`src/lzwd_pkg.sv`:
```
// Shared constants and controller/datapath handshake types for the LZW dictionary trie.
package lzwd_pkg;

   // Dictionary geometry.
   localparam int DICT_SIZE = 4096;
   localparam int CODE_W    = $clog2(DICT_SIZE);
   localparam int COUNT_W   = CODE_W + 1;
   localparam int BYTE_W    = 8;

   // Commands from the controller to the datapath.
   typedef struct packed {
      logic load_item;   // latch the accepted byte and the start node
      logic load_first;  // latch the child list head and tail of the start node
      logic step_walk;   // move the walk pointer to the next sibling
      logic set_hit;     // commit a match on the walked node
      logic set_full;    // record a miss in a full dictionary
      logic add_one;     // first write cycle of a new node
      logic add_two;     // second write cycle of a new node, links it in
      logic emit;        // load the pending result into the output register
   } cmd_type;

   // Status from the datapath to the controller.
   typedef struct packed {
      logic first_zero;  // the start node has no children
      logic byte_hit;    // the walked node carries the input byte
      logic sib_zero;    // the walked node has no next sibling
      logic full;        // every code is in use
      logic rsp_busy;    // the output register holds a result not yet taken
   } sts_type;

endpackage

```
`src/lzwd_ctrl.sv`:
```
// Controller state machine: sequences the lookup, child-list walk and node insertion.
module lzwd_ctrl (
   input  logic              clock,
   input  logic              reset,
   input  logic              req_valid,
   output logic              req_ready,
   input  lzwd_pkg::sts_type sts,
   output lzwd_pkg::cmd_type cmd
);

   localparam logic [2:0] S_IDLE  = 3'd0;
   localparam logic [2:0] S_FIRST = 3'd1;
   localparam logic [2:0] S_CMP   = 3'd2;
   localparam logic [2:0] S_ADD1  = 3'd3;
   localparam logic [2:0] S_ADD2  = 3'd4;
   localparam logic [2:0] S_OUT   = 3'd5;

   logic [2:0] state_ff;
   logic [2:0] state_in;

   // Next state and command decode.
   always_comb begin
      state_in  = state_ff;
      cmd       = '0;
      req_ready = 1'b0;
      unique case (state_ff)
         S_IDLE: begin
            req_ready = 1'b1;
            if (req_valid) begin
               cmd.load_item = 1'b1;
               state_in      = S_FIRST;
            end
         end
         S_FIRST: begin
            cmd.load_first = 1'b1;
            if (!sts.first_zero) begin
               state_in = S_CMP;
            end else if (sts.full) begin
               cmd.set_full = 1'b1;
               state_in     = S_OUT;
            end else begin
               state_in = S_ADD1;
            end
         end
         S_CMP: begin
            if (sts.byte_hit) begin
               cmd.set_hit = 1'b1;
               state_in    = S_OUT;
            end else if (!sts.sib_zero) begin
               cmd.step_walk = 1'b1;
            end else if (sts.full) begin
               cmd.set_full = 1'b1;
               state_in     = S_OUT;
            end else begin
               state_in = S_ADD1;
            end
         end
         S_ADD1: begin
            cmd.add_one = 1'b1;
            state_in    = S_ADD2;
         end
         S_ADD2: begin
            cmd.add_two = 1'b1;
            state_in    = S_OUT;
         end
         S_OUT: begin
            if (!sts.rsp_busy) begin
               cmd.emit = 1'b1;
               state_in = S_IDLE;
            end
         end
         default: begin
            state_in = S_IDLE;
         end
      endcase
   end

   // State register.
   always_ff @(posedge clock) begin
      if (reset) begin
         state_ff <= S_IDLE;
      end else begin
         state_ff <= state_in;
      end
   end

endmodule

```
`config.mk`:
```
export PLATFORM = sky130hd
export DESIGN_NAME = lzwd_ctrl
export DESIGN_NICKNAME = d
export VERILOG_FILES = /design/src/lzwd_pkg.sv /design/src/lzwd_ctrl.sv
export SDC_FILE = /design/constraint.sdc
export NUM_CORES = 1
export LEC_CHECK = 0
export BUFFER_PORTS_ARGS = -buffer_cell sky130_fd_sc_hd__buf_2
export CORE_AREA = 4 4 41 43
export CTS_BUF_LIST = sky130_fd_sc_hd__clkbuf_2
export DETAILED_ROUTE_END_ITERATION = 12
export DIE_AREA = 0 0 45 47
export SLEW_MARGIN = 20
export SYNTH_ARGS = -nofsm -noshare
export SYNTH_HDL_FRONTEND = slang
export SYNTH_SLANG_ARGS = --single-unit
```
`constraint.sdc`:
```
create_clock -name clock -period 1.3 [get_ports clock]
set_input_delay 0.26 -clock clock [delete_from_list [all_inputs] [get_ports clock]]
set_output_delay 0.26 -clock clock [all_outputs]
set_load 0.02 [all_outputs]
```
-- After elaboration in Yosys (flattened, before gate mapping)
Cells that the tools add are included.
- bits in registers: 3
- equal/unequal tests: 8
- muxes and demuxes: 24
- reduce and logical (&&, ||, !) cells: 2
- operator list (kind ; number):
    2-to-1 mux 3 bit ; 6
    one-hot mux 3 bit (6 select lines) ; 1
    2-to-1 mux 1 bit ; 15
    == test 3 x 2 -> 1 bit, second input constant ; 2
    == test 3 bit, second input constant ; 2
    != test 2 bit, second input constant ; 2
    == test 3 x 1 -> 1 bit, second input constant ; 1
    logical NOT 3 bit ; 1
    != test 3 bit, second input constant ; 1
    AND reduction 3 bit ; 1
    2-to-1 mux 2 bit ; 1
    one-hot mux 1 bit (2 select lines) ; 1

-- Depth between registers and ports, before layout
Gate-level depths: netlist of run 1.
- depth in word-level cells: 4
- mapped depth: 5
- mapped depth without buffers: 4

-- Least setup slack after synthesis of run 1
Ideal clock, no wire load.
- kind: reg-to-output
- start point: register state_ff[1]
- end point: output port cmd[7] in the netlist's numbering
- arrival time: 1.352 ns
- path slack: -0.312 ns
- cell stages (with the launch flop): 4
- path through: dfxtp_1 -> buf_4 -> nor3_1 -> and2_1
- RTL lines (item ; line ; RTL):
    from (decl) ; lzwd_ctrl.sv:18 ; logic [2:0] state_ff;
    from (signal assigned) ; lzwd_ctrl.sv:83 ; state_ff <= state_in;
    to (decl) ; lzwd_ctrl.sv:8 ; output lzwd_pkg::cmd_type cmd

==> metrics.cfg, run 1 <==
[status]
status=finished with violations
violations=setup timing

[worst_setup_path]
crit_path_max_incr_delay_ns=0.36
ff2ff_setup_slack_ns=0.01
slowest_stage=dfxtp_4
timing.rr.end=state_ff[2]
worst_ep_required_time_ns=1.04
path_class=reg2out
crit_path_frequent_cell=buf_6
critPathBufInv=2
r2r-start=state_ff[1]
crit_arrival_ns=1.17
crit_chain=buf_6, nor3_4, and2_4, buf_6
crit_family=simple AND/OR/NAND/NOR gates
critPathMaxFanout=5
worst_setup_path_start_kind=flip-flop
cp-end-kind=output pin
rr_worst_depth=6

[route]
wire_per_inst_um=13.04
met3_length_um=50
postRouteWirelength_mm=1.161
met2_length_um=623
drt_iter0_markers=10
vias=448
dr.pass1.iters=4
drt.antenna.violating_nets=0
top_layer=met3
via_per_inst=5.034
detail_route.drc_violations=0
drt-met1-wl_um=486

[placement]
hpwl_um=766
io_buffers=16
place.gp.congestion=0.8000

[pwr]
p_int_uw=371.5
ir_drop_v=0.0003663
fin_total_pwr_uw=623.2
swShare_pct=40.39
p_switching_uw=251.7
p_seq_share_pct=19.3
pwr_density_cell_nw_per_um2=922.3
power_frac_clock_pct=21.3
p_leak_nw=0.2999
p_comb_share_pct=59.5

[layout]
diodes=0
drive_gt1_share_pct=70.27
top_regs=state_ff x3
area_growth_pct=123.1
post-route-util_pct=51.92
nets=83
largest_reg_flops=3
regMostFlops=state_ff

[sta]
min_period_ns=1.431
slew_viol_final=0
period_share_pct=110.1
hold_violations=0
rsz0062_at_grt=yes
relSlewSlack_pct=84.88
setup_viol=5
fmax_mhz=698.9
fin_skew_ns=0.01242
tns_ns=-0.4789
setup_ws_ns=-0.1308
worst_pin_slew_ns=0.2248

[worst_hold_path]
min_from=reset
holdPathStages=2
min_to=state_ff[0]
hold_class=in2reg

[grt]
grt_pass1_wl_mm=1.683
track_usage_pct=10.81
antenna_found_initial=0
overflow=0
grt_pass1_vias=400
grt_max_degree=9

[cts]
cts-htree-levels=1
clock_path_buffers=2
cts_tree=done
cts_inserted_buffers=3
clockRootBuffer=clkbuf_2
clock_latency_ns=0.21
cts.sinks=3
clk_pin_slew_ns=0.05

[floorplanning]
die_w_um=45
core_area_um2=1301
fp-row-count=13
start_util_pct=23.27
fp.dieArea_um2=2115
die_y_um=47
ioPinCount=17

[synth]
syn_area_um2=302.8
ys.warnings.count=0
avgSynthCellArea_um2=7.209
ys_types=25
synth_seq_cells=3
synth_cells=42
synthesis.nets=50
yosysSeqAreaShare_pct=19.83

[run]
drv_cap=0

stage by stage:
stage / worst slack [ns] / hold slack, ns / instance area (um2) / std cells
floorplan: -0.1007 / 0.3291 / 324.1 / 42
global route: -0.2010 / 0.2415 / 675.6 / 89
finish: -0.1308 / 0.2433 / 675.6 / 89
CTS: -0.1033 / 0.2396 / 558.0 / 85
global placement: 0.08347 / 0.4684 / 452.9 / 78
detailed placement: 0.04039 / 0.4712 / 452.9 / 78
logic make-up (layout without fill, tap and decap cells):
logic type	count (synthesis)	in the layout	share of synthesized area, %
buffers and inverters	7	39	16.12
AND/OR/NAND/NOR	20	20	39.26
AO/OA/AOI/OAI	12	12	24.79
flip-flops	3	3	19.84
worst max-delay path by stage:
stage | startpoint | endpoint | slack (ns) | cells after the start
floorplan | state_ff[1] | cmd[7] | -0.10 | 3
CTS | state_ff[1] | cmd[7] | -0.10 | 4
global placement | state_ff[0] | cmd[5] | 0.08 | 3
detailed placement | state_ff[1] | cmd[7] | 0.04 | 4
finish | state_ff[2] | cmd[7] | -0.13 | 4
global route | state_ff[2] | cmd[7] | -0.20 | 4
cells in the final DEF, fill, tap and decap left out, types with 2 or more instances in the layout:
master	netlist	final
nor2_4	0	2
buf_4	1	14
a21oi_1	3	3
nor3_1	5	2
dfxtp_4	0	2
nand3_1	2	2
clkbuf_2	0	4
nor3_4	0	3
buf_2	0	7
inv_1	2	2
nor4_4	0	2
o21ai_1	3	3
inv_6	0	2
buf_6	2	9
power by group through the flow:
stage / logic [mW] / clock network, mW / registers (mW)
final: 0.371 / 0.132 / 0.120
after global routing: 0.397 / 0.148 / 0.122
after CTS: 0.294 / 0.136 / 0.117
after detailed placement: 0.234 / 0 / 0.114
after global placement: 0.232 / 0 / 0.113
after floorplan: 0.159 / 0 / 0.110
layout make-up:
class / instances / area (um2)
multi-input cells: 32 / 286.5
fillers: 127 / 625.6
flip-flops and latches: 3 / 68.82
well taps: 15 / 18.77
repair buffers: 31 / 256.5
clock buffers: 4 / 20.02
inverters: 4 / 25.02
cell usage after synthesis (all sizes together):
master,count,area share (%)
buf,3,9.9
a32oi,2,5.8
clkinv,1,1.7
inv,3,4.5
nand2,2,2.5
nand3b,1,2.5
o22ai,1,2.1
and2,1,2.1
nor2,3,4.5
o21ba,1,3.3
nor2b,1,2.1
dfxtp,3,20
a31oi,1,2.1
nor3,6,12
nor3b,1,2.5
o21ai,4,6.6
nand3,2,3.3
nor4,3,8.3
a21oi,3,5.0
routing by layer:
layer | global-route usage, % | vias to the layer above
li1 | - | 220
met3 | 3.448 | 0
met2 | 18.64 | 11
met5 | 0 | -
met4 | 3.509 | 0
met1 | 12.70 | 217
what timing repair did:
action | 4_1_cts | 5_1_grt
hold buffers | 0 | 0
resized for setup | 17 | 24
setup endpoints to repair | 9 | 9
cloned | 0 | 0
pin swaps | 4 | 5
setup buffers | 3 | 4
Note: power is estimated with default switching activity, not from simulation.
==> run 2, diff against run 1 <==
--- a/config.mk
+++ b/config.mk
@@ -5,11 +5,12 @@
 export SDC_FILE = /design/constraint.sdc
 export NUM_CORES = 1
 export LEC_CHECK = 0
-export BUFFER_PORTS_ARGS = -buffer_cell sky130_fd_sc_hd__buf_2
 export CORE_AREA = 4 4 41 43
 export CTS_BUF_LIST = sky130_fd_sc_hd__clkbuf_2
 export DETAILED_ROUTE_END_ITERATION = 12
 export DIE_AREA = 0 0 45 47
+export DONT_BUFFER_PORTS = 1
+export PLACE_DENSITY = 0.36
 export SLEW_MARGIN = 20
 export SYNTH_ARGS = -nofsm -noshare
 export SYNTH_HDL_FRONTEND = slang
==> metrics.cfg, run 2 (synthesis results as in run 1) <==
[worst_setup_path]
crit_arrival_ns=1.12
cp-end-kind=output pin
slowest_stage=dfxtp_4
path_class=reg2out
critPathLaunch=state_ff[0]
r2r-start=state_ff[2]
critPathMaxFanout=5
rr_worst_depth=5
critPathBufInv=1
worst_setup_path_start_kind=flip-flop
crit_path_max_incr_delay_ns=0.35
timing.rr.end=state_ff[2]
crit_chain=nor2_2, a32oi_2, nor3_2, buf_4
crit_path_end=cmd[3]
ff2ff_setup_slack_ns=0.12
crit_family=flip-flops
worst_ep_required_time_ns=1.04
cp_num_cells=4

[layout]
drive_gt1_share_pct=65.00
area_growth_pct=88.84
post-route-util_pct=43.94
top_regs=state_ff x3
num-fill-cells=139
fin_area_um2=571.8
regMostFlops=state_ff
diodes=0
layout_common_cells=buf_4, buf_6, clkbuf_2
final_common_cell=buf_4
largest_reg_flops=3
nets=69

[cts]
cts_tree=done
cts-htree-levels=1
cts.sinks=3
clock_path_buffers=2
clk_pin_slew_ns=0.04
cts_hold_buf=0
clock_latency_ns=0.20
clockRootBuffer=clkbuf_2
cts_inserted_buffers=3

[pwr]
power_frac_clock_pct=23.0
p_int_uw=338.1
p_seq_share_pct=22.6
ir_drop_v=0.0005676
p_comb_share_pct=54.4
swShare_pct=39.36
pwr_density_cell_nw_per_um2=974.9
p_leak_nw=0.2331
p_switching_uw=219.4

[sta]
setup_viol=5
fmax_mhz=723.0
worst_pin_slew_ns=0.2228
slew_viol_final=0
fin_skew_ns=0.003920
period_share_pct=106.4
hold_violations=0
relSlewSlack_pct=85.02
tns_ns=-0.2832
hold_ws_ns=0.1171
rsz0062_at_grt=yes
min_period_ns=1.383
setup_ws_ns=-0.08320

[placement]
place.gp.congestion=0.8145
io_buffers=0
post-place-ws_ns=0.04685
placed_cell_area_um2=432.9
hpwl_um=799.7

[grt]
grt_pass1_wl_mm=1.773
track_usage_pct=11.51
grt_max_degree=7
antenna_found_initial=0
overflow=0
grt_pass1_vias=390

[route]
postRouteWirelength_mm=1.066
drt.antenna.violating_nets=0
via_per_inst=5.200
detail_route.drc_violations=0
wire_per_inst_um=14.21
vias=390
dr.pass1.iters=3
drt_iter0_markers=9

[floorplanning]
fp.dieArea_um2=2115
start_util_pct=23.27
core_area_um2=1301
die_y_um=47
die_w_um=45
fp-row-count=13
ioPinCount=17

[status]
violations=setup timing
status=finished with violations

[run]
drv_cap=0

[worst_hold_path]
hold_class=in2reg

==> run 2: power by group through the flow <==
| stage | Clock [mW] | Combinational [mW] | Sequential (mW) |
|---|---|---|---|
| floorplan | 0 | 0.159 | 0.110 |
| global placement | 0 | 0.223 | 0.120 |
| detailed placement | 0 | 0.226 | 0.119 |
| CTS | 0.136 | 0.262 | 0.124 |
| global route | 0.157 | 0.326 | 0.129 |
| finish | 0.128 | 0.303 | 0.126 |
==> run 2: worst min path at each step <==
stage                from          end  slack (ns)  depth (start not counted)
floorplan           reset  state_ff[0]        0.33                          1
global placement    reset  state_ff[0]        0.33                          1
detailed placement  reset  state_ff[0]        0.33                          1
CTS                 reset  state_ff[0]        0.10                          1
global route        reset  state_ff[0]        0.08                          1
finish              reset  state_ff[0]        0.12                          1
==> run 2: cell type report <==
type                    instances  area, um2  area share (%)
clock buffers                   4      20.02           3.501
inverters                       4      25.02           4.376
multi-input cells              32      282.8           49.45
flip-flops and latches          3      71.32           12.47
well taps                      15      18.77           3.282
repair buffers                 17      153.9           26.91
==> run 2: timing repair <==
action                                 CTS  global route
gates resized for setup                 18            10
setup endpoints to repair                9            11
pin swaps                                4             3
endpoints found under the hold margin    0             0
setup buffers                            0             1
==> run 2: per-stage QoR <==
| step | power (mW) | instances |
|---|---|---|
| floorplan | 0.2696 | 42 |
| global placement | 0.3432 | 70 |
| detailed placement | 0.3454 | 70 |
| CTS | 0.5223 | 74 |
| global route | 0.6114 | 75 |
| finish | 0.5575 | 75 |
==> run 2: layer usage <==
layer | part of all wire [%] | GRT usage [%] | vias to the layer above
met2 | 50 | 18.64 | 13
met3 | 7.6 | 5.747 | 2
met1 | 41 | 13.57 | 185
met4 | 1.3 | 2.924 | 0
li1 | - | - | 190
met5 | 0 | 0 | -
==> run 2: worst reg2reg max path: cells and delay by family (launching register included) <==
kind	cells	cell delay, ns
and+or+nand+nor	2	0.38
DFF	1	0.36
buffers and inverters	1	0.16
AOI/OAI and AO/OA	2	0.16
==> run 3, diff against run 2 <==
--- a/config.mk
+++ b/config.mk
@@ -10,7 +10,7 @@
 export DETAILED_ROUTE_END_ITERATION = 12
 export DIE_AREA = 0 0 45 47
 export DONT_BUFFER_PORTS = 1
-export PLACE_DENSITY = 0.36
+export PLACE_DENSITY = 0.37
 export SLEW_MARGIN = 20
 export SYNTH_ARGS = -nofsm -noshare
 export SYNTH_HDL_FRONTEND = slang
==> metrics.cfg, run 3 (synthesis results as in run 1) <==
[worst_setup_path]
critPathMaxFanout=4
cp-end-kind=output pin
worst_ep_required_time_ns=1.04
worst_setup_path_start_kind=flip-flop
crit_arrival_ns=1.11
path_class=reg2out

[cts]
clock_latency_ns=0.20
clk_pin_slew_ns=0.04
cts_tree=done
cts.sinks=3
cts-htree-levels=1
clockRootBuffer=clkbuf_2
cts_inserted_buffers=3
clock_path_buffers=2
cts_hold_buf=0

[layout]
final_common_cell=buf_4
drive_gt1_share_pct=68.33
largest_reg_flops=3
top_regs=state_ff x3
regMostFlops=state_ff
area_growth_pct=94.63
diodes=0
nets=69
layout_common_cells=buf_4, buf_6, clkbuf_2
fin_area_um2=589.3
num-fill-cells=137

[sta]
min_period_ns=1.373
tns_ns=-0.2640
period_share_pct=105.6
slew_viol_final=0
fmax_mhz=728.6
worst_pin_slew_ns=0.2354
fin_skew_ns=0.002440
setup_viol=4
hold_violations=0
relSlewSlack_pct=84.19
setup_ws_ns=-0.07251
hold_ws_ns=0.1133
rsz0062_at_grt=yes

[placement]
io_buffers=0
hpwl_um=847.2
place.gp.congestion=0.7898
post-place-ws_ns=0.06799
placed_cell_area_um2=417.9

[route]
drt.antenna.violating_nets=0
via_per_inst=5.373
drt_iter0_markers=7
vias=403
postRouteWirelength_mm=1.175
detail_route.drc_violations=0
wire_per_inst_um=15.67
dr.pass1.iters=2

[floorplanning]
start_util_pct=23.27
die_w_um=45
fp.dieArea_um2=2115
fp-row-count=13
core_area_um2=1301
ioPinCount=17
die_y_um=47

[pwr]
fin_total_pwr_uw=568.1
pwr_density_cell_nw_per_um2=963.9
ir_drop_v=0.0004490
p_leak_nw=0.2368

[grt]
grt_pass1_vias=421
grt_max_degree=9
overflow=0
grt_pass1_wl_mm=1.863
track_usage_pct=12.39
antenna_found_initial=0

[status]
status=finished with violations
violations=setup timing

[worst_hold_path]
hold_class=in2reg

[run]
drv_cap=0

==> run 3: cell type report <==
type	instances	area (um2)	share of cell area, %
clock buffer	4	20.02	3.397
timing repair buffer	17	157.7	26.75
tap	15	18.77	3.185
sequential	3	68.82	11.68
multi-input combinational	32	299.0	50.74
inverter	4	25.02	4.246
==> run 3: final timing paths <==
kind / start / endpoint / slack [ns] / depth (start not counted)
max: state_ff[0] / cmd[5] / -0.07 / 3
min: reset / state_ff[0] / 0.11 / 1
max reg2reg: state_ff[0] / state_ff[2] / 0.09 / 6
min reg2reg: state_ff[2] / state_ff[2] / 0.65 / 3
==> run 3: through the flow <==
| step | utilization [%] | instances |
|---|---|---|
| 2_1_floorplan | - | 42 |
| 3_3_place_gp | 32.12 | 68 |
| 3_5_place_dp | 32.12 | 68 |
| 4_1_cts | 39.52 | 75 |
| 5_1_grt | 45.29 | 75 |
| 6_report | 45.29 | 75 |
==> run 3: critical path, stage by stage (launching register included) <==
cell and delay [ns]:
dfxtp_4 0.35, buf_6 0.13, nor4_4 0.24, buf_4 0.19
==> run 3: what timing repair did <==
item / in CTS / in global routing
pin swaps: 4 / 3
setup endpoints to repair: 9 / 11
gates resized for setup: 16 / 16
setup buffers: 3 / 0
==> run 3: per-layer routing <==
metal / GRT usage, % / wire length (um) / up-vias
li1: - / - / 192
met1: 12.93 / 453 / 197
met4: 4.678 / 0 / 0
met5: 0 / 0 / -
met2: 21.75 / 635 / 14
met3: 5.747 / 87 / 0
==> run 3: report_power, final <==
group	internal [mW]	leakage [nW]	total [mW]	switching [mW]
clock network	0.0812	0.0166	0.130	0.0491
registers	0.105	0.0264	0.123	0.0177
logic	0.152	0.194	0.315	0.163
total	0.338	0.237	0.568	0.230
